[src/rtl/core/grain_growth_phase_field_update_defines.svh]
// ----------------------------------------------------------------------------
// Grain growth phase field update - assertion macros
// Shared concurrent assertion helpers for the RTL modules.
// ----------------------------------------------------------------------------
`ifndef GRAIN_GROWTH_PHASE_FIELD_UPDATE_DEFINES_SVH
`define GRAIN_GROWTH_PHASE_FIELD_UPDATE_DEFINES_SVH

// same-cycle implication
`define GGPF_ASSERT_NOW(lbl, clk, rst, ante, cons, msg) \
   lbl: assert property (@(posedge clk) disable iff (rst) (ante) |-> (cons)) \
      else $error(msg);

// next-cycle implication
`define GGPF_ASSERT_NEXT(lbl, clk, rst, ante, cons, msg) \
   lbl: assert property (@(posedge clk) disable iff (rst) (ante) |=> (cons)) \
      else $error(msg);

`endif

[src/rtl/core/ggpf_pkg.sv]
// ----------------------------------------------------------------------------
// Grain growth phase field update - package
// Payload types, run descriptor, divider interface and Q8.24 helpers.
// ----------------------------------------------------------------------------
package ggpf_pkg;

   localparam int SUM_W  = 38;
   localparam int IDX_W  = 6;
   localparam int QUOT_W = 32;
   localparam int NUM_W  = SUM_W + 24;

   localparam logic signed [63:0] Q_MAX = 64'sd2147483647;
   localparam logic signed [63:0] Q_MIN = -64'sd2147483648;
   localparam logic signed [63:0] Q_RND = 64'sd8388608;

   typedef struct packed {
      logic signed [31:0] order_value;
      logic signed [31:0] grad_x;
      logic signed [31:0] grad_y;
      logic signed [31:0] grad_z;
      logic [30:0]        grain_energy;
      logic               last_grain;
   } req_type;

   typedef struct packed {
      logic               term_kind;
      logic [5:0]         grain_index;
      logic signed [31:0] value_term;
      logic signed [31:0] out_grad_x;
      logic signed [31:0] out_grad_y;
      logic signed [31:0] out_grad_z;
      logic               divide_fault;
      logic               last_result;
   } rsp_type;

   typedef struct packed {
      logic signed [31:0] n;
      logic [2:0][31:0]   grad;
      logic [30:0]        rho;
   } grain_type;

   typedef struct packed {
      logic [IDX_W-1:0] count;
      logic [SUM_W-1:0] s;
      logic [SUM_W-1:0] w;
   } run_type;

   typedef struct packed {
      logic [30:0] alpha;
      logic [30:0] m0;
      logic [30:0] fsbs;
      logic [30:0] mob;
      logic [30:0] kgrad;
      logic [30:0] dt;
   } cfg_type;

   typedef struct packed {
      logic             start;
      logic [NUM_W-1:0] num;
      logic [SUM_W-1:0] den;
   } div_req_type;

   typedef struct packed {
      logic              done;
      logic [QUOT_W-1:0] q;
   } div_rsp_type;

   typedef enum logic [2:0] {
      CSR_ALPHA = 3'd0,
      CSR_M0    = 3'd1,
      CSR_FSBS  = 3'd2,
      CSR_MOB   = 3'd3,
      CSR_KGRAD = 3'd4,
      CSR_DT    = 3'd5
   } csr_idx_type;

   function automatic logic signed [31:0] sat32(input logic signed [63:0] v);
      if (v > Q_MAX) return Q_MAX[31:0];
      if (v < Q_MIN) return Q_MIN[31:0];
      return v[31:0];
   endfunction

   function automatic logic signed [31:0] qmul(input logic signed [31:0] a,
                                               input logic signed [31:0] b);
      logic signed [63:0] p;
      p = 64'(a) * 64'(b) + Q_RND;
      return sat32(p >>> 24);
   endfunction

endpackage

[src/rtl/core/ggpf_div.sv]
// ----------------------------------------------------------------------------
// Grain growth phase field update - divider
// Restoring divider, one quotient bit per cycle, quotient clamped to 2^31.
// ----------------------------------------------------------------------------
module ggpf_div (
   input  logic                  clock,
   input  logic                  reset,
   input  ggpf_pkg::div_req_type req,
   output ggpf_pkg::div_rsp_type rsp
);
   import ggpf_pkg::*;

   logic              busy_ff, busy_in, done_ff, done_in, ovf_ff, ovf_in;
   logic [5:0]        cnt_ff, cnt_in;
   logic [SUM_W-1:0]  rem_ff, rem_in, den_ff, den_in;
   logic [QUOT_W-1:0] lo_ff, lo_in, q_ff, q_in;
   logic [SUM_W:0]    trial, diff;

   assign trial = {rem_ff, lo_ff[QUOT_W-1]};
   assign diff  = trial - {1'b0, den_ff};

   always_comb begin
      busy_in = busy_ff;
      done_in = 1'b0;
      ovf_in  = ovf_ff;
      cnt_in  = cnt_ff;
      rem_in  = rem_ff;
      den_in  = den_ff;
      lo_in   = lo_ff;
      q_in    = q_ff;
      if (req.start) begin
         busy_in = 1'b1;
         cnt_in  = 6'(QUOT_W);
         rem_in  = SUM_W'(req.num[NUM_W-1:QUOT_W]);
         lo_in   = req.num[QUOT_W-1:0];
         den_in  = req.den;
         ovf_in  = SUM_W'(req.num[NUM_W-1:QUOT_W]) >= req.den;
         q_in    = '0;
      end else if (busy_ff) begin
         if (trial >= {1'b0, den_ff}) begin
            rem_in = diff[SUM_W-1:0];
            q_in   = {q_ff[QUOT_W-2:0], 1'b1};
         end else begin
            rem_in = trial[SUM_W-1:0];
            q_in   = {q_ff[QUOT_W-2:0], 1'b0};
         end
         lo_in  = {lo_ff[QUOT_W-2:0], 1'b0};
         cnt_in = cnt_ff - 6'd1;
         if (cnt_ff == 6'd1) begin
            busy_in = 1'b0;
            done_in = 1'b1;
         end
      end
   end

   always_ff @(posedge clock) begin
      ovf_ff <= ovf_in;
      cnt_ff <= cnt_in;
      rem_ff <= rem_in;
      den_ff <= den_in;
      lo_ff  <= lo_in;
      q_ff   <= q_in;
      if (reset) begin
         busy_ff <= 1'b0;
         done_ff <= 1'b0;
      end else begin
         busy_ff <= busy_in;
         done_ff <= done_in;
      end
   end

   assign rsp.done = done_ff;
   assign rsp.q    = (ovf_ff | q_ff[QUOT_W-1]) ? {1'b1, {(QUOT_W-1){1'b0}}} : q_ff;

endmodule

[config.mk]
export PLATFORM = sky130hd
export DESIGN_NAME = ggpf_div
export DESIGN_NICKNAME = d
export VERILOG_FILES = /design/src/rtl/core/grain_growth_phase_field_update_defines.svh /design/src/rtl/core/ggpf_pkg.sv /design/src/rtl/core/ggpf_div.sv
export SDC_FILE = /design/constraint.sdc
export NUM_CORES = 1
export LEC_CHECK = 0
export BUFFER_PORTS_ARGS = -buffer_cell sky130_fd_sc_hd__buf_4
export CAP_MARGIN = 20
export CORE_ASPECT_RATIO = 1.4
export CORE_MARGIN = 2
export CORE_UTILIZATION = 58
export DETAILED_ROUTE_END_ITERATION = 16
export PLACE_DENSITY = 0.81
export SLEW_MARGIN = 20
export SYNTH_ARGS = -nofsm -noshare
export SYNTH_HDL_FRONTEND = slang
export SYNTH_SLANG_ARGS = --single-unit
[constraint.sdc]
create_clock -name clock -period 4.2 [get_ports clock]
set_input_delay 0.21 -clock clock [delete_from_list [all_inputs] [get_ports clock]]
set_output_delay 0.21 -clock clock [all_outputs]
set_load 0.02 [all_outputs]
==> flow_results.xml <==
<?xml version="1.0" encoding="UTF-8"?>
<metrics>
  <group name="cells_and_area">
    <metric name="layout-drive-gt1-share" unit="">0.233</metric>
    <metric name="antenna_cells" unit="">0</metric>
    <metric name="area_growth" unit="%">21.8</metric>
    <metric name="fin_nets" unit="">1265</metric>
  </group>
  <group name="routing">
    <metric name="via_count" unit="">7565</metric>
    <metric name="dr_iter_0_viols" unit="">412</metric>
    <metric name="wl_per_cell" unit="um">16.9</metric>
    <metric name="drtPass1Iterations" unit="">7</metric>
    <metric name="detail_route.vias_per_cell" unit="">5.81</metric>
    <metric name="ant_nets" unit="">0</metric>
    <metric name="route.detailed.drc" unit="">0</metric>
    <metric name="drt_wl_total" unit="um">22100</metric>
  </group>
  <group name="timing">
    <metric name="finalSetupViolations" unit="">0</metric>
    <metric name="fin_hold_ws" unit="ns">0.0632</metric>
    <metric name="setup_repair_after_global_routing_missed_its_margin" unit="">false</metric>
    <metric name="finClkSkew" unit="ns">0.0112</metric>
    <metric name="max_slew_margin" unit="">0.471</metric>
    <metric name="final-max-slew-violation-count" unit="">0</metric>
    <metric name="fin_crit_sh" unit="">0.824</metric>
    <metric name="fin_setup_tns" unit="ns">0</metric>
    <metric name="final_number_of_hold_violating_endpoints" unit="">0</metric>
    <metric name="tightest_slew" unit="ns">0.790</metric>
    <metric name="max_clock_freq" unit="MHz">289</metric>
    <metric name="finalCriticalPeriod" unit="ns">3.46</metric>
  </group>
  <group name="cts">
    <metric name="cts_tree" unit="">yes</metric>
    <metric name="clock-sinks" unit="">149</metric>
    <metric name="cts.root.buffer_cell" unit="">clkbuf_16</metric>
    <metric name="clkSlewWorstSetupHoldPaths" unit="ns">0.07</metric>
    <metric name="maximum_level_of_the_cts_h_tree" unit="">4</metric>
    <metric name="ctsLongestPathBuffers" unit="">2</metric>
    <metric name="cts_made_buffers" unit="">17</metric>
    <metric name="quantity_of_gates_resized_following_cts" unit="">0</metric>
    <metric name="worstSkewPairLatency" unit="ns">0.43</metric>
  </group>
  <group name="synth">
    <metric name="synth_nets" unit="">1111</metric>
    <metric name="synth.top_cell.area_share" unit="">0.318</metric>
    <metric name="async_flop_share" unit="">0</metric>
    <metric name="synth_area" unit="um2">9540</metric>
    <metric name="synth-main-ff-cell" unit="">edfxtp_1</metric>
    <metric name="synth.distinct_cells" unit="">78</metric>
    <metric name="syn-mean-instance-area" unit="um2">10.2</metric>
    <metric name="yosysTopAreaCell" unit="">edfxtp_1</metric>
    <metric name="synth_area_leaders" unit="">edfxtp_1 (32%), dfxtp_1 (10%), ha_1 (9.2%)</metric>
    <metric name="synth.yosys.seq_area_share" unit="">0.419</metric>
    <metric name="ys_ff_latch" unit="">149</metric>
    <metric name="post_synth_inst_count" unit="">937</metric>
    <metric name="yosysWarningCount" unit="">0</metric>
    <metric name="synth-edff-count" unit="">101</metric>
  </group>
  <group name="critical_path">
    <metric name="crit_arrival" unit="ns">3.59</metric>
    <metric name="timing.critical_path.max_delay_family" unit="">simple AND/OR/NAND/NOR gates</metric>
    <metric name="crit_path_end_kind" unit="">flip-flop</metric>
    <metric name="crit_path_max_incr_delay" unit="ns">0.66</metric>
    <metric name="worstSetupStartpointType" unit="">flip-flop</metric>
    <metric name="worst_path_max_delay_cell" unit="">nor2_1</metric>
    <metric name="cp_cell_sequence" unit="">ha_1 &gt; and3_1 &gt; and2_1 &gt; nand2_4 &gt; nor3_4 &gt; a311oi_4 &gt; or2_1 &gt; nor2_1 &gt; a221oi_1</metric>
    <metric name="worstPathBufferInverterCount" unit="">0</metric>
    <metric name="timing.critical_path.fanout_max" unit="">11</metric>
    <metric name="setup_crit_path_kind" unit="">flip-flop to flip-flop</metric>
    <metric name="cp_data_required_time" unit="ns">4.33</metric>
  </group>
  <group name="power_and_ir_drop">
    <metric name="p_comb_frac" unit="">0.256</metric>
    <metric name="clkPwrFrac" unit="">0.341</metric>
    <metric name="net-switching-power" unit="mW">1.31</metric>
    <metric name="design_power_total" unit="mW">4.34</metric>
    <metric name="sequentialPowerShare" unit="">0.402</metric>
    <metric name="netSwitchingFraction" unit="">0.302</metric>
    <metric name="worst_ir_drop_vdd" unit="V">0.000281</metric>
    <metric name="p_per_area" unit="nW/um2">374</metric>
    <metric name="power_report.internal_total" unit="mW">3.03</metric>
    <metric name="power.leakage" unit="nW">5.07</metric>
  </group>
  <group name="flow_run">
    <metric name="maxCapViolCount" unit="">0</metric>
  </group>
  <group name="die">
    <metric name="die-height" unit="um">156</metric>
    <metric name="initial_core_util" unit="">0.590</metric>
    <metric name="fp.dieArea" unit="um2">17500</metric>
    <metric name="floorplan.die.width" unit="um">112</metric>
    <metric name="coreArea" unit="um2">16200</metric>
    <metric name="row_count" unit="">55</metric>
    <metric name="pin_count" unit="">136</metric>
  </group>
  <group name="place">
    <metric name="gpl.final_weighted_congestion" unit="">0.917</metric>
    <metric name="hpwl" unit="um">15500</metric>
    <metric name="io_buffers" unit="">135</metric>
  </group>
  <group name="global_route">
    <metric name="grt_first_pass_wirelength" unit="um">35800</metric>
    <metric name="grt.total_usage" unit="">0.254</metric>
    <metric name="pin_count_of_the_biggest_net_entering_global_routing" unit="">59</metric>
    <metric name="residual_overflow_from_global_routing" unit="">0</metric>
    <metric name="antenna_violations_before_repair" unit="">0</metric>
    <metric name="vias_in_the_first_global_route" unit="">7561</metric>
  </group>
  <group name="run_status">
    <metric name="status" unit="">completed</metric>
  </group>
  <group name="worst_hold_path">
    <metric name="min_path_type" unit="">input port to flip-flop</metric>
  </group>
</metrics>
## layer usage
metal / GRT usage / up-vias / wire (um)
li1: - / 3706 / -
met4: 0.0999 / 0 / 570
met5: 0 / - / 0
met3: 0.0451 / 39 / 907
met1: 0.288 / 3599 / 8840
met2: 0.473 / 221 / 11700
## timing repair
action | CTS | global route
hold endpoints to repair | 40 | 0
hold buffers | 39 | 0
buffers inserted | 0 | 0
## worst reg2reg max path: cells and delay by family (launching register included)
family / cells / cell delay, ns
flip-flops: 1 / 0.40
AO/OA/AOI/OAI: 2 / 0.34
adder cells (fa/ha/maj): 1 / 0.45
AND/OR/NAND/NOR: 6 / 1.97
## sequential cells by signal, summed over array words and instances (netlist names)
register	cells
den_ff	38
rem_ff	38
lo_ff	32
q_ff	32
cnt_ff	6
busy_ff	1
done_ff	1
ovf_ff	1
## final cells by class
class                   instances  area (um2)
clock buffers                  17         425
clock inverters                15         143
fillers                      1170        4550
inverters                      85         319
multi-input cells             653        4980
well taps                     199         249
repair buffers                185        1500
flip-flops and latches        149        4000
## path summary, 6_finish.rpt
path                            slack [ns]                     from  depth (start not counted)                 endpoint
worst max-delay path                  0.74     rem_ff[24]$_DFFE_PP_                          9     rem_ff[24]$_DFFE_PP_
worst min-delay path                  0.06                  req[38]                          2   lo_ff[0]$_SDFFCE_PN0P_
worst max register to register        0.74     rem_ff[24]$_DFFE_PP_                          9     rem_ff[24]$_DFFE_PP_
worst min register to register        0.49  rem_ff[36]$_SDFFE_PP0P_                          2  rem_ff[36]$_SDFFE_PP0P_
## cell usage after synthesis (3+ instances only)
library cell  count
a211oi_1          9
xnor2_1          20
o21a_1            7
mux2_4           12
clkbuf_1         20
mux2_2           49
nand2_1          49
a21oi_1          55
inv_1            85
a311oi_1          6
nor3b_1           7
and3_1            8
a31oi_1           7
nand4_1          12
o21bai_1          6
o211ai_1          4
o31ai_1           8
nand3_1          19
a211o_1           6
o21ai_0          18
and2_1           35
nor2b_1          10
dfxtp_1          48
buf_4             3
nor4_1            7
nor2_1           74
buf_6             4
or3_1             4
o21ai_1           3
buf_1            10
ha_1             70
xor2_1           11
a41oi_1           3
a221o_1           5
edfxtp_1        101
mux2_1            3
nor3_1           13
o2111ai_1         4
buf_2            13
nand2b_1          6
a21o_1           26
mux2i_1          36
## power by group through the flow
stage / sequential (mW) / clock [mW] / combinational, mW
floorplan: 1.76 / 0 / 0.792
global placement: 1.77 / 0 / 1.05
detailed placement: 1.78 / 0 / 1.06
CTS: 1.75 / 1.50 / 1.10
global route: 1.76 / 1.57 / 1.22
finish: 1.75 / 1.48 / 1.11
## stage by stage
stage | utilization | worst slack [ns] | cell area [um2] | cells
2_1_floorplan | - | 1.25 | 9540 | 937
3_3_place_gp | 0.659 | 0.796 | 10700 | 1232
3_5_place_dp | 0.659 | 0.791 | 10700 | 1232
4_1_cts | 0.718 | 0.748 | 11600 | 1303
5_1_grt | 0.718 | 0.490 | 11600 | 1303
6_report | 0.718 | 0.740 | 11600 | 1303
## cells by family after synthesis
kind of cell	synth area share
AND/OR/NAND/NOR	0.137
buffers and inverters	0.0591
adder cells (fa/ha/maj)	0.0939
AO/OA/AOI/OAI	0.145
flip-flops	0.419
XOR/XNOR	0.0285
multiplexers	0.118
## cells in the final DEF (no fill, tap or decap), types with 7 or more instances in the layout
| master | n |
|---|---|
| mux2_2 | 49 |
| a21oi_1 | 55 |
| xnor2_1 | 20 |
| dfxtp_1 | 47 |
| a21o_1 | 26 |
| o21a_1 | 7 |
| and2_1 | 35 |
| nand2_1 | 49 |
| a211oi_1 | 9 |
| edfxtp_1 | 101 |
| nor3b_1 | 7 |
| mux2i_1 | 36 |
| nor2_1 | 74 |
| nor3_1 | 13 |
| o21ai_0 | 18 |
| nor2b_1 | 10 |
| xor2_1 | 11 |
| nand4_1 | 12 |
| inv_1 | 84 |
| nand3_1 | 19 |
| ha_1 | 70 |
| nor4_1 | 7 |
| mux2_4 | 12 |
| o31ai_1 | 8 |
| and3_1 | 8 |
| dlygate4sd3_1 | 39 |
| a31oi_1 | 7 |
| clkbuf_16 | 17 |
| buf_4 | 144 |
Power figures use the tool's default switching activity.
