==> config.mk <==
export PLATFORM = sky130hd
export DESIGN_NAME = ggpf_runq
export DESIGN_NICKNAME = d
export VERILOG_FILES = /design/src/rtl/core/grain_growth_phase_field_update_defines.svh /design/src/rtl/core/ggpf_pkg.sv /design/src/rtl/core/ggpf_runq.sv
export SDC_FILE = /design/constraint.sdc
export NUM_CORES = 1
export LEC_CHECK = 0
export BUFFER_PORTS_ARGS = -buffer_cell sky130_fd_sc_hd__buf_2
export CAP_MARGIN = 20
export CELL_PAD_IN_SITES_DETAIL_PLACEMENT = 0
export CELL_PAD_IN_SITES_GLOBAL_PLACEMENT = 1
export CORE_MARGIN = 2
export CORE_UTILIZATION = 48
export DETAILED_ROUTE_END_ITERATION = 6
export PLACE_DENSITY = 0.81
export SYNTH_ARGS = -nofsm -noshare
export SYNTH_HDL_FRONTEND = slang
export SYNTH_SLANG_ARGS = --single-unit
==> constraint.sdc <==
create_clock -name clock -period 7.66 [get_ports clock]
set_input_delay 0 -clock clock [delete_from_list [all_inputs] [get_ports clock]]
set_output_delay 0 -clock clock [all_outputs]
set_load 0.02 [all_outputs]
==> src/rtl/core/grain_growth_phase_field_update_defines.svh <==
// ----------------------------------------------------------------------------
// Grain growth phase field update - assertion macros
// Shared concurrent assertion helpers for the RTL modules.
// ----------------------------------------------------------------------------
`ifndef GRAIN_GROWTH_PHASE_FIELD_UPDATE_DEFINES_SVH
`define GRAIN_GROWTH_PHASE_FIELD_UPDATE_DEFINES_SVH

// same-cycle implication
`define GGPF_ASSERT_NOW(lbl, clk, rst, ante, cons, msg) \
   lbl: assert property (@(posedge clk) disable iff (rst) (ante) |-> (cons)) \
      else $error(msg);

// next-cycle implication
`define GGPF_ASSERT_NEXT(lbl, clk, rst, ante, cons, msg) \
   lbl: assert property (@(posedge clk) disable iff (rst) (ante) |=> (cons)) \
      else $error(msg);

`endif

==> src/rtl/core/ggpf_pkg.sv <==
// ----------------------------------------------------------------------------
// Grain growth phase field update - package
// Payload types, run descriptor, divider interface and Q8.24 helpers.
// ----------------------------------------------------------------------------
package ggpf_pkg;

   localparam int SUM_W  = 38;
   localparam int IDX_W  = 6;
   localparam int QUOT_W = 32;
   localparam int NUM_W  = SUM_W + 24;

   localparam logic signed [63:0] Q_MAX = 64'sd2147483647;
   localparam logic signed [63:0] Q_MIN = -64'sd2147483648;
   localparam logic signed [63:0] Q_RND = 64'sd8388608;

   typedef struct packed {
      logic signed [31:0] order_value;
      logic signed [31:0] grad_x;
      logic signed [31:0] grad_y;
      logic signed [31:0] grad_z;
      logic [30:0]        grain_energy;
      logic               last_grain;
   } req_type;

   typedef struct packed {
      logic               term_kind;
      logic [5:0]         grain_index;
      logic signed [31:0] value_term;
      logic signed [31:0] out_grad_x;
      logic signed [31:0] out_grad_y;
      logic signed [31:0] out_grad_z;
      logic               divide_fault;
      logic               last_result;
   } rsp_type;

   typedef struct packed {
      logic signed [31:0] n;
      logic [2:0][31:0]   grad;
      logic [30:0]        rho;
   } grain_type;

   typedef struct packed {
      logic [IDX_W-1:0] count;
      logic [SUM_W-1:0] s;
      logic [SUM_W-1:0] w;
   } run_type;

   typedef struct packed {
      logic [30:0] alpha;
      logic [30:0] m0;
      logic [30:0] fsbs;
      logic [30:0] mob;
      logic [30:0] kgrad;
      logic [30:0] dt;
   } cfg_type;

   typedef struct packed {
      logic             start;
      logic [NUM_W-1:0] num;
      logic [SUM_W-1:0] den;
   } div_req_type;

   typedef struct packed {
      logic              done;
      logic [QUOT_W-1:0] q;
   } div_rsp_type;

   typedef enum logic [2:0] {
      CSR_ALPHA = 3'd0,
      CSR_M0    = 3'd1,
      CSR_FSBS  = 3'd2,
      CSR_MOB   = 3'd3,
      CSR_KGRAD = 3'd4,
      CSR_DT    = 3'd5
   } csr_idx_type;

   function automatic logic signed [31:0] sat32(input logic signed [63:0] v);
      if (v > Q_MAX) return Q_MAX[31:0];
      if (v < Q_MIN) return Q_MIN[31:0];
      return v[31:0];
   endfunction

   function automatic logic signed [31:0] qmul(input logic signed [31:0] a,
                                               input logic signed [31:0] b);
      logic signed [63:0] p;
      p = 64'(a) * 64'(b) + Q_RND;
      return sat32(p >>> 24);
   endfunction

endpackage

==> src/rtl/core/ggpf_runq.sv <==
// ----------------------------------------------------------------------------
// Grain growth phase field update - run queue
// Two-entry queue of closed runs between the loader and the update engine.
// ----------------------------------------------------------------------------
module ggpf_runq (
   input  logic              clock,
   input  logic              reset,
   input  logic              push,
   input  ggpf_pkg::run_type push_data,
   input  logic              pop,
   output ggpf_pkg::run_type head,
   output logic [1:0]        count
);
   import ggpf_pkg::*;

   run_type    ent_ff [2];
   run_type    ent_in [2];
   logic       wp_ff, wp_in, rp_ff, rp_in;
   logic [1:0] cnt_ff, cnt_in;

   always_comb begin
      ent_in = ent_ff;
      wp_in  = wp_ff;
      rp_in  = rp_ff;
      cnt_in = cnt_ff;
      if (push) begin
         ent_in[wp_ff] = push_data;
         wp_in         = ~wp_ff;
      end
      if (pop) begin
         rp_in = ~rp_ff;
      end
      cnt_in = cnt_ff + 2'(push) - 2'(pop);
   end

   always_ff @(posedge clock) begin
      ent_ff <= ent_in;
      if (reset) begin
         wp_ff  <= 1'b0;
         rp_ff  <= 1'b0;
         cnt_ff <= 2'd0;
      end else begin
         wp_ff  <= wp_in;
         rp_ff  <= rp_in;
         cnt_ff <= cnt_in;
      end
   end

   assign head  = ent_ff[rp_ff];
   assign count = cnt_ff;

endmodule

==> flow_summary.yaml, run 1 <==
yosys:
  async_flop_share_pct: 0
  syn_avg_cell_area_um2: 23.7
  synthTopCellsByCount: "edfxtp_1, mux2_4, mux2_2"
  ys_ff_latch: 168
  synth_top_area_share_pct: 76.4
  netlist_area_um2: 6450
  synth.distinct_cells: 14
  yosysWarnings: 0
  synth-edff-count: 164
  yosys.area.top_type: "edfxtp_1"
  syn_nets: 360
  yosysSeqAreaShare_pct: 77.6
  synthFlopType: "edfxtp_1"
  synth.most_common_cell: "edfxtp_1"
  ys_top_cells_by_area: "edfxtp_1, mux2_4, buf_12"
  synthCells: 272
timing:
  max_freq_ghz: 0.381
  hold_ws_ns: 0.135
  final_max_slew_viol_count: 0
  hold_viol_final: 0
  skew_ns: 0.00488
  worstMarginPinSlew_ns: 0.978
  fin_ws_ns: 5.04
  finalCriticalPeriod_ns: 2.63
  timing.slew.headroom_pct: 34.8
  fin_tns_setup_ns: 0
  setup_viol: 0
  rsz0062_at_grt: "no"
  period_share_pct: 34.3
place:
  dp_cells: 610
  pre_cts_ws_ns: 5.47
  port_buffers: 169
  hpwl_um: 6760
  routabilityCongestion: 0.676
drt:
  routed_wl_um: 11500
  wl_per_cell_um: 15.8
  postRouteAntennaNets: 0
  viasPerCell: 4.66
  drtIter0Drc: 284
  dr.pass1.iters: 6
  drc: 0
  dr_total_vias: 3388
pwr:
  seq_power_share_pct: 49.1
  p_clk_share_pct: 36.7
  p_sw_share_pct: 22.2
  comb_power_share_pct: 14.3
  switching_power_uw: 497
  total_power_mw: 2.24
  power.density_nw_per_um2: 253
  peakVddDrop_mv: 0.177
  p_leak_nw: 3.52
  p_int_mw: 1.74
cells_and_area:
  stdcell_count: 727
  fin_nets: 627
  areaGrowthSynthToFinish_pct: 37.0
  drive_above_1_share_pct: 51.3
critical_path:
  rrSetupSlack_ns: 5.14
  arrival_ns: 2.62
  startpoint_type: "register"
  endpoint: "head[50]"
  slowest_delay_ns: 0.80
  reg2reg_from: "rp_ff$_SDFFE_PP0P_"
  crit_slowest_cell: "buf_4"
  r2r_cells: 4
  crit_path_cell_trace: "buf_4 > mux2_2 > buf_2"
  critical_path_class: "register to output port"
  crit_family: "buffers and inverters"
  crit_start: "rp_ff$_SDFFE_PP0P_"
  r2r-end: "rp_ff$_SDFFE_PP0P_"
  crit_cells: 3
  cp_max_fo: 55
  end_kind: "output port"
  crit_required_ns: 7.66
  path_buf_inv: 2
cts:
  cts-buffers-inserted: 17
  clk_path_buf_depth: 2
  cts_sinks: 168
  cts-root-buf: "clkbuf_16"
  cts_tree: "built"
  cts_resized: 0
  h-tree-depth: 4
  clock_latency_ns: 0.41
  clkSlewWorstSetupHoldPaths_ns: 0.06
die:
  die-area_um2: 14400
  die_y_um: 120
  die_w_um: 120
  rows: 42
  start_util_pct: 48.9
  fp.coreArea_um2: 13200
  io_pins: 170
global_routing:
  grt_pass1_wl_um: 17400
  grt_pass1_vias: 3613
  gr-total-overflow: 0
  antenna_found_initial: 1
  grt_usage_pct: 16.2
  grt_max_degree: 83
flow_run:
  drv_cap: 0
min_path:
  hold_class: "input port to register"
run_status:
  status: "finished, final reports clean"
## cells by family after synthesis
family	Yosys count	share of synthesized area, %
adder cells (fa/ha/maj)	2	0.388
flip-flops	168	77.6
multiplexers	82	18.4
XOR/XNOR	3	0.621
AND/OR/NAND/NOR	6	0.466
buffers and inverters	11	2.54
## per-stage QoR
step / cell area, um^2 / util [%]
after CTS: 8800 / 66.8
after detailed placement: 7390 / 56.0
after floorplan: 6450 / -
after global routing: 8830 / 67.0
after global placement: 7390 / 56.0
final: 8830 / 67.0
## placed cells by master (no fill, tap or decap), drive strengths merged
cell type,synthesis,layout
clkinv,0,7
buf,9,172
edfxtp,164,164
xnor3,1,1
dfxtp,4,4
nor2,3,3
dlygate4sd3,0,85
bufinv,0,3
nor2b,2,2
xnor2,2,2
clkinvlp,0,1
clkbuf,0,19
diode,0,1
inv,2,2
and2,1,1
ha,2,2
mux2,82,82
## tightest hold or removal path, cell delays in order
cell	delay, ns
buf_2	0.10
ha_1	0.14
xnor3_1	0.22
nor2_1	0.04
## power by group through the flow
stage	clock [mW]	sequential (mW)	combinational [mW]
6_report	0.820	1.10	0.319
4_1_cts	0.837	1.10	0.319
2_1_floorplan	0	1.11	0.210
3_3_place_gp	0	1.11	0.280
3_5_place_dp	0	1.12	0.284
5_1_grt	0.873	1.10	0.340
## metal layers
metal | routed length, um | global-route usage (%) | vias up | part of all wire (%)
li1 | - | - | 1611 | -
met1 | 4740 | 19.1 | 1636 | 41
met2 | 5910 | 27.1 | 127 | 52
met3 | 676 | 5.32 | 14 | 5.9
met4 | 150 | 6.91 | 0 | 1.3
met5 | 0 | 0 | - | 0
## state kept, by name (all words and copies together), names as in the netlist
| name | cells |
|---|---|
| ent_ff | 164 |
| wp_ff | 1 |
| count | 2 |
| rp_ff | 1 |
## worst min path at each step
stage | start | end | slack [ns] | cells past startpoint
floorplan | reset | count[0]$_SDFF_PP0_ | 0.07 | 1
global placement | push_data[29] | ent_ff[29]$_DFFE_PP_ | 0.19 | 1
detailed placement | push_data[1] | ent_ff[83]$_DFFE_PP_ | 0.19 | 1
CTS | pop | count[1]$_SDFF_PP0_ | 0.1 | 4
global route | pop | count[1]$_SDFF_PP0_ | 0.15 | 4
finish | pop | count[1]$_SDFF_PP0_ | 0.13 | 4
## cell type report
cell class                      count  area (um^2)
Clock inverter                     11          133
Tap cell                          176          220
Sequential cell                   168         5010
Clock buffer                       19          433
Fill cell                         870         4360
Timing Repair Buffer              257         1740
Antenna cell                        1         2.50
Multi-Input combinational cell     93         1290
Inverter                            2         7.51
## what timing repair did
item                       4_1_cts  5_1_grt
hold endpoints to repair       168        0
hold buffers                    85        0
setup endpoints to repair        0        0
buffers inserted                 0        0
Note: power is estimated with default switching activity, not from simulation.
==> inputs of run 2 (changes only) <==
- CORE_UTILIZATION: 48 -> 45
- PLACE_DENSITY: 0.81 -> 0.77
- clock period: 7.66 -> 2.55 ns (I/O delays scaled with it)
==> flow_summary.yaml, run 2 (synthesized netlist as in run 1, its figures left out) <==
cts:
  clk_path_buf_depth: 2
  cts_tree: "built"
  cts-buffers-inserted: 17
  h-tree-depth: 4
  cts_sinks: 168
  post_cts_buffers: 0
  clock_latency_ns: 0.42
  cts_resized: 0
  cts-root-buf: "clkbuf_16"
  clkSlewWorstSetupHoldPaths_ns: 0.06
pwr:
  peakVddDrop_mv: 0.420
  p_leak_nw: 3.54
  power.density_nw_per_um2: 748
drt:
  wl_per_cell_um: 15.9
  drtIter0Drc: 181
  postRouteAntennaNets: 0
  routed_wl_um: 11700
  dr.pass1.iters: 4
  viasPerCell: 4.61
  drc: 0
  dr_total_vias: 3394
cells_and_area:
  areaGrowthSynthToFinish_pct: 37.7
  final_common_cell: "buf_2"
  final_cell_mix: "buf_2, edfxtp_1, dlygate4sd3_1, mux2_4, clkbuf_16"
  multi_input_area_um2: 1290
  largest_reg_flops: 164
  top_register: "ent_ff"
  fin_nets: 631
  antenna_cells: 0
  register_area_um2: 5010
  fillers: 1006
  drive_above_1_share_pct: 51.8
place:
  port_buffers: 169
  pre_cts_ws_ns: 0.910
  routabilityCongestion: 0.683
  hpwl_um: 7360
critical_path:
  arrival_ns: 2.01
  rrSetupSlack_ns: 0.86
  r2r-end: "rp_ff$_SDFFE_PP0P_"
  critical_path_class: "register to output port"
  end_kind: "output port"
  endpoint: "head[76]"
  crit_start: "rp_ff$_SDFFE_PP0P_"
  startpoint_type: "register"
  r2r_cells: 3
  cp_max_fo: 38
  reg2reg_from: "rp_ff$_SDFFE_PP0P_"
  crit_required_ns: 2.55
timing:
  timing.slew.headroom_pct: 54.4
  finalCriticalPeriod_ns: 2.01
  final_max_slew_viol_count: 0
  worstMarginPinSlew_ns: 0.684
  hold_viol_final: 0
  setup_viol: 0
  period_share_pct: 78.8
  max_freq_ghz: 0.498
  skew_ns: 0.00600
  rsz0062_at_grt: "no"
  fin_tns_setup_ns: 0
  fin_ws_ns: 0.540
global_routing:
  grt_pass1_vias: 3526
  grt_pass1_wl_um: 17300
  gr-total-overflow: 0
  grt_max_degree: 61
  antenna_found_initial: 0
  grt_usage_pct: 15.6
run_status:
  status: "finished, final reports clean"
die:
  io_pins: 170
  die_y_um: 124
  rows: 43
  die_w_um: 124
  start_util_pct: 46.3
  die-area_um2: 15300
  fp.coreArea_um2: 13900
flow_run:
  drv_cap: 0
min_path:
  hold_path_depth: 4
  hold_path.startpoint: "pop"
  hold_class: "input port to register"
run 2: cell types whose count changed in the layout (fill, tap and decap cells not counted), sizes merged:
cell / delta
buf: +4
clkinv: -1
clkbuf: +3
clkinvlp: +1
bufinv: -1
diode: -1
run 2: what timing repair did:
| action | in CTS | in global routing |
|---|---|---|
| endpoints found under the hold margin | 168 | 0 |
| endpoints found under the setup margin | 0 | 0 |
| hold buffers | 85 | 0 |
run 2: how the worst min path moves through the flow:
stage,endpoint,slack [ns]
2_1_floorplan,count[0]$_SDFF_PP0_,0.07
3_3_place_gp,ent_ff[84]$_DFFE_PP_,0.19
3_5_place_dp,ent_ff[71]$_DFFE_PP_,0.19
4_1_cts,count[1]$_SDFF_PP0_,0.11
5_1_grt,count[1]$_SDFF_PP0_,0.15
6_report,count[1]$_SDFF_PP0_,0.13
run 2: area by class of cell:
class | instances | area share, %
Sequential cell | 168 | 56.4
Timing Repair Buffer | 261 | 20.3
Multi-Input combinational cell | 93 | 14.5
Clock inverter | 10 | 1.18
Tap cell | 180 | 2.54
Clock buffer | 22 | 5.00
Inverter | 2 | 0.0845
run 2: metrics by stage:
| step | hold slack [ns] | cell area [um^2] | cells | power [mW] | util (%) |
|---|---|---|---|---|---|
| 2_1_floorplan | 0.0716 | 6460 | 272 | 3.96 | - |
| 3_5_place_dp | 0.191 | 7480 | 619 | 4.24 | 53.7 |
| 5_1_grt | 0.149 | 8880 | 736 | 6.91 | 63.7 |
| 6_report | 0.131 | 8880 | 736 | 6.64 | 63.7 |
| 3_3_place_gp | 0.190 | 7480 | 619 | 4.22 | 53.7 |
| 4_1_cts | 0.112 | 8880 | 736 | 6.72 | 63.7 |
run 2: where the power goes:
| part | internal [mW] | leakage, nW | switching [mW] |
|---|---|---|---|
| logic | 0.494 | 1.70 | 0.480 |
| clock network | 1.43 | 0.267 | 0.943 |
| registers | 3.23 | 1.57 | 0.0741 |
run 2: critical path, stage by stage (launching register included):
cell and delay, ns:
dfxtp_4 0.80, buf_4 0.32, mux2_4 0.31, buf_2 0.16
run 2: routing by layer:
metal | vias up | part of all wire (%) | track usage (%)
li1 | 1614 | - | -
met1 | 1645 | 41 | 18.1
met2 | 121 | 51 | 27.0
met3 | 14 | 6.6 | 4.53
met4 | 0 | 1.4 | 6.61
met5 | - | 0 | 0
