`src/rtl/core/grain_growth_phase_field_update_defines.svh`:
```
// ----------------------------------------------------------------------------
// Grain growth phase field update - assertion macros
// Shared concurrent assertion helpers for the RTL modules.
// ----------------------------------------------------------------------------
`ifndef GRAIN_GROWTH_PHASE_FIELD_UPDATE_DEFINES_SVH
`define GRAIN_GROWTH_PHASE_FIELD_UPDATE_DEFINES_SVH

// same-cycle implication
`define GGPF_ASSERT_NOW(lbl, clk, rst, ante, cons, msg) \
   lbl: assert property (@(posedge clk) disable iff (rst) (ante) |-> (cons)) \
      else $error(msg);

// next-cycle implication
`define GGPF_ASSERT_NEXT(lbl, clk, rst, ante, cons, msg) \
   lbl: assert property (@(posedge clk) disable iff (rst) (ante) |=> (cons)) \
      else $error(msg);

`endif

```
`src/rtl/core/ggpf_pkg.sv`:
```
// ----------------------------------------------------------------------------
// Grain growth phase field update - package
// Payload types, run descriptor, divider interface and Q8.24 helpers.
// ----------------------------------------------------------------------------
package ggpf_pkg;

   localparam int SUM_W  = 38;
   localparam int IDX_W  = 6;
   localparam int QUOT_W = 32;
   localparam int NUM_W  = SUM_W + 24;

   localparam logic signed [63:0] Q_MAX = 64'sd2147483647;
   localparam logic signed [63:0] Q_MIN = -64'sd2147483648;
   localparam logic signed [63:0] Q_RND = 64'sd8388608;

   typedef struct packed {
      logic signed [31:0] order_value;
      logic signed [31:0] grad_x;
      logic signed [31:0] grad_y;
      logic signed [31:0] grad_z;
      logic [30:0]        grain_energy;
      logic               last_grain;
   } req_type;

   typedef struct packed {
      logic               term_kind;
      logic [5:0]         grain_index;
      logic signed [31:0] value_term;
      logic signed [31:0] out_grad_x;
      logic signed [31:0] out_grad_y;
      logic signed [31:0] out_grad_z;
      logic               divide_fault;
      logic               last_result;
   } rsp_type;

   typedef struct packed {
      logic signed [31:0] n;
      logic [2:0][31:0]   grad;
      logic [30:0]        rho;
   } grain_type;

   typedef struct packed {
      logic [IDX_W-1:0] count;
      logic [SUM_W-1:0] s;
      logic [SUM_W-1:0] w;
   } run_type;

   typedef struct packed {
      logic [30:0] alpha;
      logic [30:0] m0;
      logic [30:0] fsbs;
      logic [30:0] mob;
      logic [30:0] kgrad;
      logic [30:0] dt;
   } cfg_type;

   typedef struct packed {
      logic             start;
      logic [NUM_W-1:0] num;
      logic [SUM_W-1:0] den;
   } div_req_type;

   typedef struct packed {
      logic              done;
      logic [QUOT_W-1:0] q;
   } div_rsp_type;

   typedef enum logic [2:0] {
      CSR_ALPHA = 3'd0,
      CSR_M0    = 3'd1,
      CSR_FSBS  = 3'd2,
      CSR_MOB   = 3'd3,
      CSR_KGRAD = 3'd4,
      CSR_DT    = 3'd5
   } csr_idx_type;

   function automatic logic signed [31:0] sat32(input logic signed [63:0] v);
      if (v > Q_MAX) return Q_MAX[31:0];
      if (v < Q_MIN) return Q_MIN[31:0];
      return v[31:0];
   endfunction

   function automatic logic signed [31:0] qmul(input logic signed [31:0] a,
                                               input logic signed [31:0] b);
      logic signed [63:0] p;
      p = 64'(a) * 64'(b) + Q_RND;
      return sat32(p >>> 24);
   endfunction

endpackage

```
`src/rtl/core/ggpf_back.sv`:
```
// ----------------------------------------------------------------------------
// Grain growth phase field update - update engine
// Sequences one shared multiplier and the divider over each closed run.
// ----------------------------------------------------------------------------
`include "grain_growth_phase_field_update_defines.svh"

module ggpf_back #(
   parameter int MAX_GRAINS = 32,
   parameter int DIMENSIONS = 3
) (
   input  logic                        clock,
   input  logic                        reset,
   input  ggpf_pkg::cfg_type           cfg,
   input  logic                        run_valid,
   input  ggpf_pkg::run_type           run,
   output logic                        pop,
   output logic [$clog2(MAX_GRAINS):0] rd_addr,
   input  ggpf_pkg::grain_type         rd_data,
   output ggpf_pkg::div_req_type       div_req,
   input  ggpf_pkg::div_rsp_type       div_rsp,
   output logic                        rsp_valid,
   input  logic                        rsp_stall,
   output ggpf_pkg::rsp_type           rsp_data
);
   import ggpf_pkg::*;

   localparam int AW = $clog2(MAX_GRAINS);
   localparam int CW = $clog2(MAX_GRAINS + 1);

   typedef enum logic [20:0] {
      S_IDLE  = 21'h000001,
      S_PRE1  = 21'h000002,
      S_PRE2  = 21'h000004,
      S_PRE3  = 21'h000008,
      S_RST   = 21'h000010,
      S_RDIV  = 21'h000020,
      S_RD    = 21'h000040,
      S_LOAD  = 21'h000080,
      S_SQ    = 21'h000100,
      S_FN1   = 21'h000200,
      S_A2N   = 21'h000400,
      S_FN2   = 21'h000800,
      S_FSA   = 21'h001000,
      S_FSB   = 21'h002000,
      S_FSST  = 21'h004000,
      S_FSDIV = 21'h008000,
      S_TOT   = 21'h010000,
      S_VAL   = 21'h020000,
      S_GRD   = 21'h040000,
      S_EMIT  = 21'h080000,
      S_DENS  = 21'h100000
   } state_type;

   state_type          state_ff, state_in;
   run_type            run_ff, run_in;
   logic               fault_ff, fault_in, bank_ff, bank_in, neg_ff, neg_in;
   logic [CW-1:0]      idx_ff, idx_in;
   logic [1:0]         d_ff, d_in;
   logic signed [31:0] n_ff, n_in, sq_ff, sq_in, fn_ff, fn_in, t_ff, t_in;
   logic signed [31:0] fs_ff, fs_in, dtm_ff, dtm_in, dtkm_ff, dtkm_in;
   logic signed [31:0] m0fs2_ff, m0fs2_in, a2_ff, a2_in, ssat_ff, ssat_in;
   logic signed [31:0] rhoc_ff, rhoc_in, val_ff, val_in;
   logic [30:0]        rho_ff, rho_in;
   logic [2:0][31:0]   g_ff, g_in, go_ff, go_in;
   logic               rsp_vld_ff, rsp_vld_in;
   rsp_type            rsp_ff, rsp_in;
   logic signed [31:0] ma, mb, mr, m02;
   logic [31:0]        tmag;
   logic               out_free;

   assign m02      = cfg.m0[30] ? Q_MAX[31:0] : {cfg.m0, 1'b0};
   assign out_free = ~rsp_vld_ff | ~rsp_stall;
   assign tmag     = t_ff[31] ? 32'(-t_ff) : t_ff;
   assign mr       = qmul(ma, mb);

   always_comb begin
      unique case (state_ff)
         S_PRE1: begin
            ma = $signed({1'b0, cfg.dt});
            mb = $signed({1'b0, cfg.mob});
         end
         S_PRE2: begin
            ma = dtm_ff;
            mb = $signed({1'b0, cfg.kgrad});
         end
         S_PRE3: begin
            ma = m02;
            mb = $signed({1'b0, cfg.fsbs});
         end
         S_FN1: begin
            ma = sq_ff;
            mb = n_ff;
         end
         S_A2N: begin
            ma = a2_ff;
            mb = n_ff;
         end
         S_FN2: begin
            ma = t_ff;
            mb = sat32(64'(ssat_ff) - 64'(sq_ff));
         end
         S_FSA: begin
            ma = m0fs2_ff;
            mb = n_ff;
         end
         S_FSB: begin
            ma = t_ff;
            mb = sat32(64'($signed({1'b0, rho_ff})) - 64'(rhoc_ff));
         end
         S_TOT: begin
            ma = $signed({1'b0, cfg.m0});
            mb = fn_ff;
         end
         S_VAL: begin
            ma = dtm_ff;
            mb = t_ff;
         end
         S_GRD: begin
            ma = dtkm_ff;
            mb = $signed(g_ff[d_ff]);
         end
         default: begin
            ma = n_ff;
            mb = n_ff;
         end
      endcase
   end

   always_comb begin
      div_req.start = (state_ff == S_RST) | (state_ff == S_FSST);
      div_req.den   = run_ff.s;
      if (state_ff == S_RST) begin
         div_req.num = {run_ff.w, 24'd0};
      end else begin
         div_req.num = NUM_W'({tmag, 24'd0});
      end
   end

   always_comb begin
      state_in   = state_ff;
      run_in     = run_ff;
      fault_in   = fault_ff;
      bank_in    = bank_ff;
      neg_in     = neg_ff;
      idx_in     = idx_ff;
      d_in       = d_ff;
      n_in       = n_ff;
      sq_in      = sq_ff;
      fn_in      = fn_ff;
      t_in       = t_ff;
      fs_in      = fs_ff;
      dtm_in     = dtm_ff;
      dtkm_in    = dtkm_ff;
      m0fs2_in   = m0fs2_ff;
      a2_in      = a2_ff;
      ssat_in    = ssat_ff;
      rhoc_in    = rhoc_ff;
      val_in     = val_ff;
      rho_in     = rho_ff;
      g_in       = g_ff;
      go_in      = go_ff;
      rsp_vld_in = rsp_vld_ff & rsp_stall;
      rsp_in     = rsp_ff;
      pop        = 1'b0;
      unique case (state_ff)
         S_IDLE: begin
            if (run_valid) begin
               run_in   = run;
               fault_in = (run.s == '0);
               ssat_in  = (run.s > SUM_W'(Q_MAX)) ? Q_MAX[31:0] : run.s[31:0];
               a2_in    = cfg.alpha[30] ? Q_MAX[31:0] : {cfg.alpha, 1'b0};
               rhoc_in  = '0;
               idx_in   = '0;
               state_in = S_PRE1;
            end
         end
         S_PRE1: begin
            dtm_in   = mr;
            state_in = S_PRE2;
         end
         S_PRE2: begin
            dtkm_in  = mr;
            state_in = S_PRE3;
         end
         S_PRE3: begin
            m0fs2_in = mr;
            state_in = fault_ff ? S_RD : S_RST;
         end
         S_RST: begin
            state_in = S_RDIV;
         end
         S_RDIV: begin
            if (div_rsp.done) begin
               rhoc_in  = div_rsp.q[31] ? Q_MAX[31:0] : div_rsp.q;
               state_in = S_RD;
            end
         end
         S_RD: begin
            state_in = S_LOAD;
         end
         S_LOAD: begin
            n_in     = rd_data.n;
            rho_in   = rd_data.rho;
            g_in     = rd_data.grad;
            fs_in    = '0;
            state_in = S_SQ;
         end
         S_SQ: begin
            sq_in    = mr;
            state_in = S_FN1;
         end
         S_FN1: begin
            fn_in    = sat32(64'(mr) - 64'(n_ff));
            state_in = S_A2N;
         end
         S_A2N: begin
            t_in     = mr;
            state_in = S_FN2;
         end
         S_FN2: begin
            fn_in    = sat32(64'(fn_ff) + 64'(mr));
            state_in = S_FSA;
         end
         S_FSA: begin
            t_in     = mr;
            state_in = S_FSB;
         end
         S_FSB: begin
            t_in     = mr;
            state_in = fault_ff ? S_TOT : S_FSST;
         end
         S_FSST: begin
            neg_in   = t_ff[31];
            state_in = S_FSDIV;
         end
         S_FSDIV: begin
            if (div_rsp.done) begin
               if (neg_ff) begin
                  fs_in = 32'(-div_rsp.q);
               end else begin
                  fs_in = div_rsp.q[31] ? Q_MAX[31:0] : div_rsp.q;
               end
               state_in = S_TOT;
            end
         end
         S_TOT: begin
            t_in     = sat32(64'(mr) + 64'(fs_ff));
            state_in = S_VAL;
         end
         S_VAL: begin
            val_in   = sat32(64'(n_ff) - 64'(mr));
            go_in    = '0;
            d_in     = '0;
            state_in = S_GRD;
         end
         S_GRD: begin
            go_in[d_ff] = sat32(-64'(mr));
            if (d_ff == 2'(DIMENSIONS - 1)) begin
               state_in = S_EMIT;
            end else begin
               d_in = d_ff + 2'd1;
            end
         end
         S_EMIT: begin
            if (out_free) begin
               rsp_vld_in          = 1'b1;
               rsp_in.term_kind    = 1'b0;
               rsp_in.grain_index  = IDX_W'(idx_ff);
               rsp_in.value_term   = val_ff;
               rsp_in.out_grad_x   = go_ff[0];
               rsp_in.out_grad_y   = go_ff[1];
               rsp_in.out_grad_z   = go_ff[2];
               rsp_in.divide_fault = fault_ff;
               rsp_in.last_result  = 1'b0;
               idx_in              = idx_ff + CW'(1);
               if ((IDX_W'(idx_ff) + IDX_W'(1)) == run_ff.count) begin
                  state_in = S_DENS;
               end else begin
                  state_in = S_RD;
               end
            end
         end
         S_DENS: begin
            if (out_free) begin
               rsp_vld_in          = 1'b1;
               rsp_in.term_kind    = 1'b1;
               rsp_in.grain_index  = run_ff.count;
               rsp_in.value_term   = rhoc_ff;
               rsp_in.out_grad_x   = '0;
               rsp_in.out_grad_y   = '0;
               rsp_in.out_grad_z   = '0;
               rsp_in.divide_fault = fault_ff;
               rsp_in.last_result  = 1'b1;
               pop                 = 1'b1;
               bank_in             = ~bank_ff;
               state_in            = S_IDLE;
            end
         end
         default: begin
            state_in = S_IDLE;
         end
      endcase
   end

   always_ff @(posedge clock) begin
      run_ff   <= run_in;
      fault_ff <= fault_in;
      neg_ff   <= neg_in;
      idx_ff   <= idx_in;
      d_ff     <= d_in;
      n_ff     <= n_in;
      sq_ff    <= sq_in;
      fn_ff    <= fn_in;
      t_ff     <= t_in;
      fs_ff    <= fs_in;
      dtm_ff   <= dtm_in;
      dtkm_ff  <= dtkm_in;
      m0fs2_ff <= m0fs2_in;
      a2_ff    <= a2_in;
      ssat_ff  <= ssat_in;
      rhoc_ff  <= rhoc_in;
      val_ff   <= val_in;
      rho_ff   <= rho_in;
      g_ff     <= g_in;
      go_ff    <= go_in;
      rsp_ff   <= rsp_in;
      if (reset) begin
         state_ff   <= S_IDLE;
         bank_ff    <= 1'b0;
         rsp_vld_ff <= 1'b0;
      end else begin
         state_ff   <= state_in;
         bank_ff    <= bank_in;
         rsp_vld_ff <= rsp_vld_in;
      end
   end

   assign rd_addr   = {bank_ff, idx_ff[AW-1:0]};
   assign rsp_valid = rsp_vld_ff;
   assign rsp_data  = rsp_ff;

   `GGPF_ASSERT_NOW(a_fault_no_div, clock, reset, fault_ff && (state_ff != S_IDLE), !div_req.start, "divide started on a zero-sum run")
   `GGPF_ASSERT_NEXT(a_div_wait, clock, reset, state_ff == S_FSST, state_ff == S_FSDIV, "divide start not followed by wait")
   `GGPF_ASSERT_NOW(a_idx_range, clock, reset, state_ff == S_LOAD, IDX_W'(idx_ff) < run_ff.count, "grain read beyond run")
   `GGPF_ASSERT_NEXT(a_emit_hold, clock, reset, (state_ff == S_EMIT) && rsp_vld_ff && rsp_stall, state_ff == S_EMIT, "result overwrote a stalled transaction")

endmodule
```
`config.mk`:
```
export PLATFORM = sky130hd
export DESIGN_NAME = ggpf_back
export DESIGN_NICKNAME = d
export VERILOG_FILES = /design/src/rtl/core/ggpf_pkg.sv /design/src/rtl/core/ggpf_back.sv
export VERILOG_INCLUDE_DIRS = /design/src /design/src/rtl/core
export SDC_FILE = /design/constraint.sdc
export NUM_CORES = 2
export LEC_CHECK = 0
export BUFFER_PORTS_ARGS = -buffer_cell sky130_fd_sc_hd__buf_2
export CAP_MARGIN = 10
export CELL_PAD_IN_SITES_DETAIL_PLACEMENT = 2
export CELL_PAD_IN_SITES_GLOBAL_PLACEMENT = 2
export CORE_AREA = 2 2 464 466
export CTS_CLUSTER_DIAMETER = 50
export DETAILED_ROUTE_END_ITERATION = 6
export DIE_AREA = 0 0 466 468
export GPL_TIMING_DRIVEN = 0
export PLACE_DENSITY_LB_ADDON = 0.1
export SLEW_MARGIN = 15
export SYNTH_ARGS = -nofsm -noshare
export SYNTH_HDL_FRONTEND = slang
export SYNTH_SLANG_ARGS = --single-unit
```
`constraint.sdc`:
```
create_clock -name clock -period 24.7 [get_ports clock]
set_clock_uncertainty 0.05 [all_clocks]
set_input_delay 0 -clock clock [delete_from_list [all_inputs] [get_ports clock]]
set_output_delay 0 -clock clock [all_outputs]
set_load 0.05 [all_outputs]
```
==> flow_summary.ini <==
[timing]
hold_ws_ns = -0.00551
timing.fmax_mhz = 40.4
worst_slew_margin_rel_pct = -0.840
layout_setup_ws_ns = -0.0648
hold_viol = 1
setup_violation_total_in_the_final_timing_report = 1
timing_worst_slew_pin_value_ns = 1.50
timing.final.max_slew_violations = 1
layout_worst_path_cycle_share_pct = 100
finalWorstPathRequiredPeriod_ns = 24.76
setup_tns_final_ns = -0.0648

[synthesis]
synth_warnings = 0
synth_enable_flop_cells = 833
postSynth.asyncResetShare_pct = 0
synth.lib_cells_used.distinct = 100
synth-seq-cells = 856
synth_sequential_area_ratio_pct = 30.0
synth_cells = 8831
ys.flop_type = edfxtp_1
syn_area_um2 = 85000
syn-mean-instance-area_um2 = 9.62

[worst_setup_path]
critical_path_arrival_ns = 25.16
cp_data_required_time_ns = 25.09
slowest_cell_on_the_critical_path = a21oi_1
worst-setup-path-type = flop to flop
path_max_fanout = 11
crit_path_start_kind = flop
path_delay_family = compound AO/OA/AOI/OAI gates
slowest_delay_ns = 0.93
crit_buf_inv = 14
critPathCaptureType = flop

[placement]
placed_cell_area_um2 = 93900
globalplace.congestion = 1.09
port_buffers = 683
dpl_hpwl_mm = 391

[global_route]
gr-total-overflow = 0
grt_start_max_net_pins = 59
antenna_violations_before_repair = 103
grt_pass1_vias = 89300
grt.total_usage_pct = 47.2
global_route_wire_length_before_repair_mm = 716

[floorplanning]
overall_die_area_um2 = 218000
floorplan.die.height_um = 468
design.portCount = 710
fp-row-count = 170
die_width_um = 466
floorplan.core_area_um2 = 213000
initial_utilization_pct = 39.8

[drt]
antenna_violating_nets_post_route = 0
drc = 6
wl_per_cell_um = 39.9
initialDrtViolationCount = 11600
via_per_inst = 6.34
drt_wl_total_mm = 529
num_vias = 84200
firstDrtPassIters = 7

[finish]
layout-area-overhead-vs-synth_pct = 21.2
post-route-util_pct = 48.3
layout_nets = 12200
area_taken_by_multi_input_logic_gates_um2 = 52700
stdcell_area_um2 = 103000
layout.cells.most_common_list = inv_1 (1,385), fa_1 (1,087), nand2_1 (901)
layout.area.seq_um2 = 25500
num-fill-cells = 22400
drive_above_1_share_pct = 12.7
layout.cells.most_common = inv_1

[outcome]
status = complete, but fails checks
violations = design-rule violations, negative hold slack, max-capacitance violations, max-slew violations, negative setup slack

[cts]
cts-htree-levels = 3
worstSkewPairLatency_ns = 0.80
cts_inserted_buffers = 103
clock_sinks = 856
cts.reportedPaths.clkPinSlew_ns = 0.07
tritoncts = done
cts.path.max_buffers = 3
cts_root_buffer = clkbuf_16

[worst_hold_path]
hold_class = primary input to flop

[run]
cap_viol_max_count = 1
final timing paths:
kind                                               start                      end  slack [ns]  depth (start not counted)
worst max-delay path                 rho_ff[0]$_DFFE_PP_       fn_ff[9]$_DFFE_PP_       -0.06                         68
worst min register to register  val_ff[18]$_SDFFCE_PN1P_  rsp_data[116]$_DFFE_PP_        0.52                          2
worst min-delay path                            cfg[177]  a2_ff[23]$_SDFFCE_PP1P_      -0.006                          3
worst max register to register       rho_ff[0]$_DFFE_PP_       fn_ff[9]$_DFFE_PP_       -0.06                         68
logic make-up after synthesis:
logic type | synth area share (%)
buf+inv | 8.78
flops | 30.0
xor+xnor | 2.54
simple gates | 14.5
fa+ha+maj | 31.2
other cells | 0.00441
compound gates | 12.4
mux | 0.536
cell usage after synthesis, types with 25 or more instances:
master	n	area share (%)
o21a_1	31	0.27
nor4_1	39	0.29
xnor2_1	149	1.5
nand2b_1	84	0.62
a21o_1	167	1.5
and3_1	44	0.32
nor3_1	112	0.66
a221o_1	46	0.54
a211oi_1	39	0.34
o21bai_1	44	0.39
edfxtp_1	833	29
nand3_1	147	0.87
a31oi_1	39	0.29
nor2b_1	57	0.42
ha_1	377	5.6
clkbuf_1	411	1.8
a2111oi_0	34	0.35
a22o_1	25	0.26
or2_2	87	0.64
a22oi_1	92	0.81
fa_1	1089	26
nand2_1	903	4.0
nand4_1	46	0.34
a311oi_1	36	0.37
o21ai_0	320	1.9
or3_1	57	0.42
a21oi_1	483	2.8
mux2i_1	41	0.48
and2_1	150	1.1
nor2_1	865	3.8
xor2_1	97	1.0
a221oi_1	32	0.33
inv_1	1385	6.1
o211ai_1	26	0.23
buf_4	73	0.64
through the flow:
stage               worst slack [ns]  hold slack (ns)  cells
finish                       -0.0648         -0.00551  13300
global placement               -2.58            0.127  12400
CTS                            0.153         0.000713  13200
global route                  -0.143           0.0256  13200
floorplan                       7.22           0.0489   8855
detailed placement             -2.19            0.128  12500
final cells by class:
| cell class | count | area share, % |
|---|---|---|
| Antenna cell | 76 | 0.185 |
| Buffer | 517 | 2.23 |
| Multi-Input combinational cell | 6088 | 51.2 |
| Clock buffer | 117 | 2.55 |
| Sequential cell | 856 | 24.7 |
| Tap cell | 2838 | 3.45 |
| Clock inverter | 71 | 0.725 |
| Timing Repair Buffer | 1318 | 9.85 |
| Inverter | 1394 | 5.09 |
metal layers:
layer | vias to the layer above | wire length [µm] | track usage (%)
li1 | 32100 | - | -
met1 | 43400 | 187000 | 55.7
met2 | 6331 | 227000 | 71.5
met3 | 2233 | 66200 | 16.8
met4 | 72 | 48300 | 33.5
met5 | - | 1050 | 0
worst reg2reg max path: cells and delay by family (launching register included):
family          cells  cell delay, ns
compound gates     34           11.03
fa+ha+maj          12            5.88
buf+inv            14            4.24
simple gates        7            2.21
xor+xnor            1            0.64
flops               1            0.39
what timing repair did:
item                       CTS  global route
gates resized for setup     21            39
pin swaps                    1             1
setup endpoints to repair   96            95
gates cloned                 0             0
hold buffers               528             2
buffers inserted             2             1
hold endpoints to repair   474             2
sequential cells by signal, summed over array words and instances, names as in the netlist, 2 cells and up:
register,cells
rsp_data,136
g_ff,96
go_ff,96
run_ff,44
div_req,38
dtkm_ff,32
dtm_ff,32
fn_ff,32
fs_ff,32
m0fs2_ff,32
n_ff,32
sq_ff,32
ssat_ff,32
t_ff,32
val_ff,32
a2_ff,31
rho_ff,31
rhoc_ff,31
state_ff,21
idx_ff,6
d_ff,2
Power is left out: the tool's default activity adds up to more than one toggle a clock period on the data nets, which glitch-free logic cannot reach.
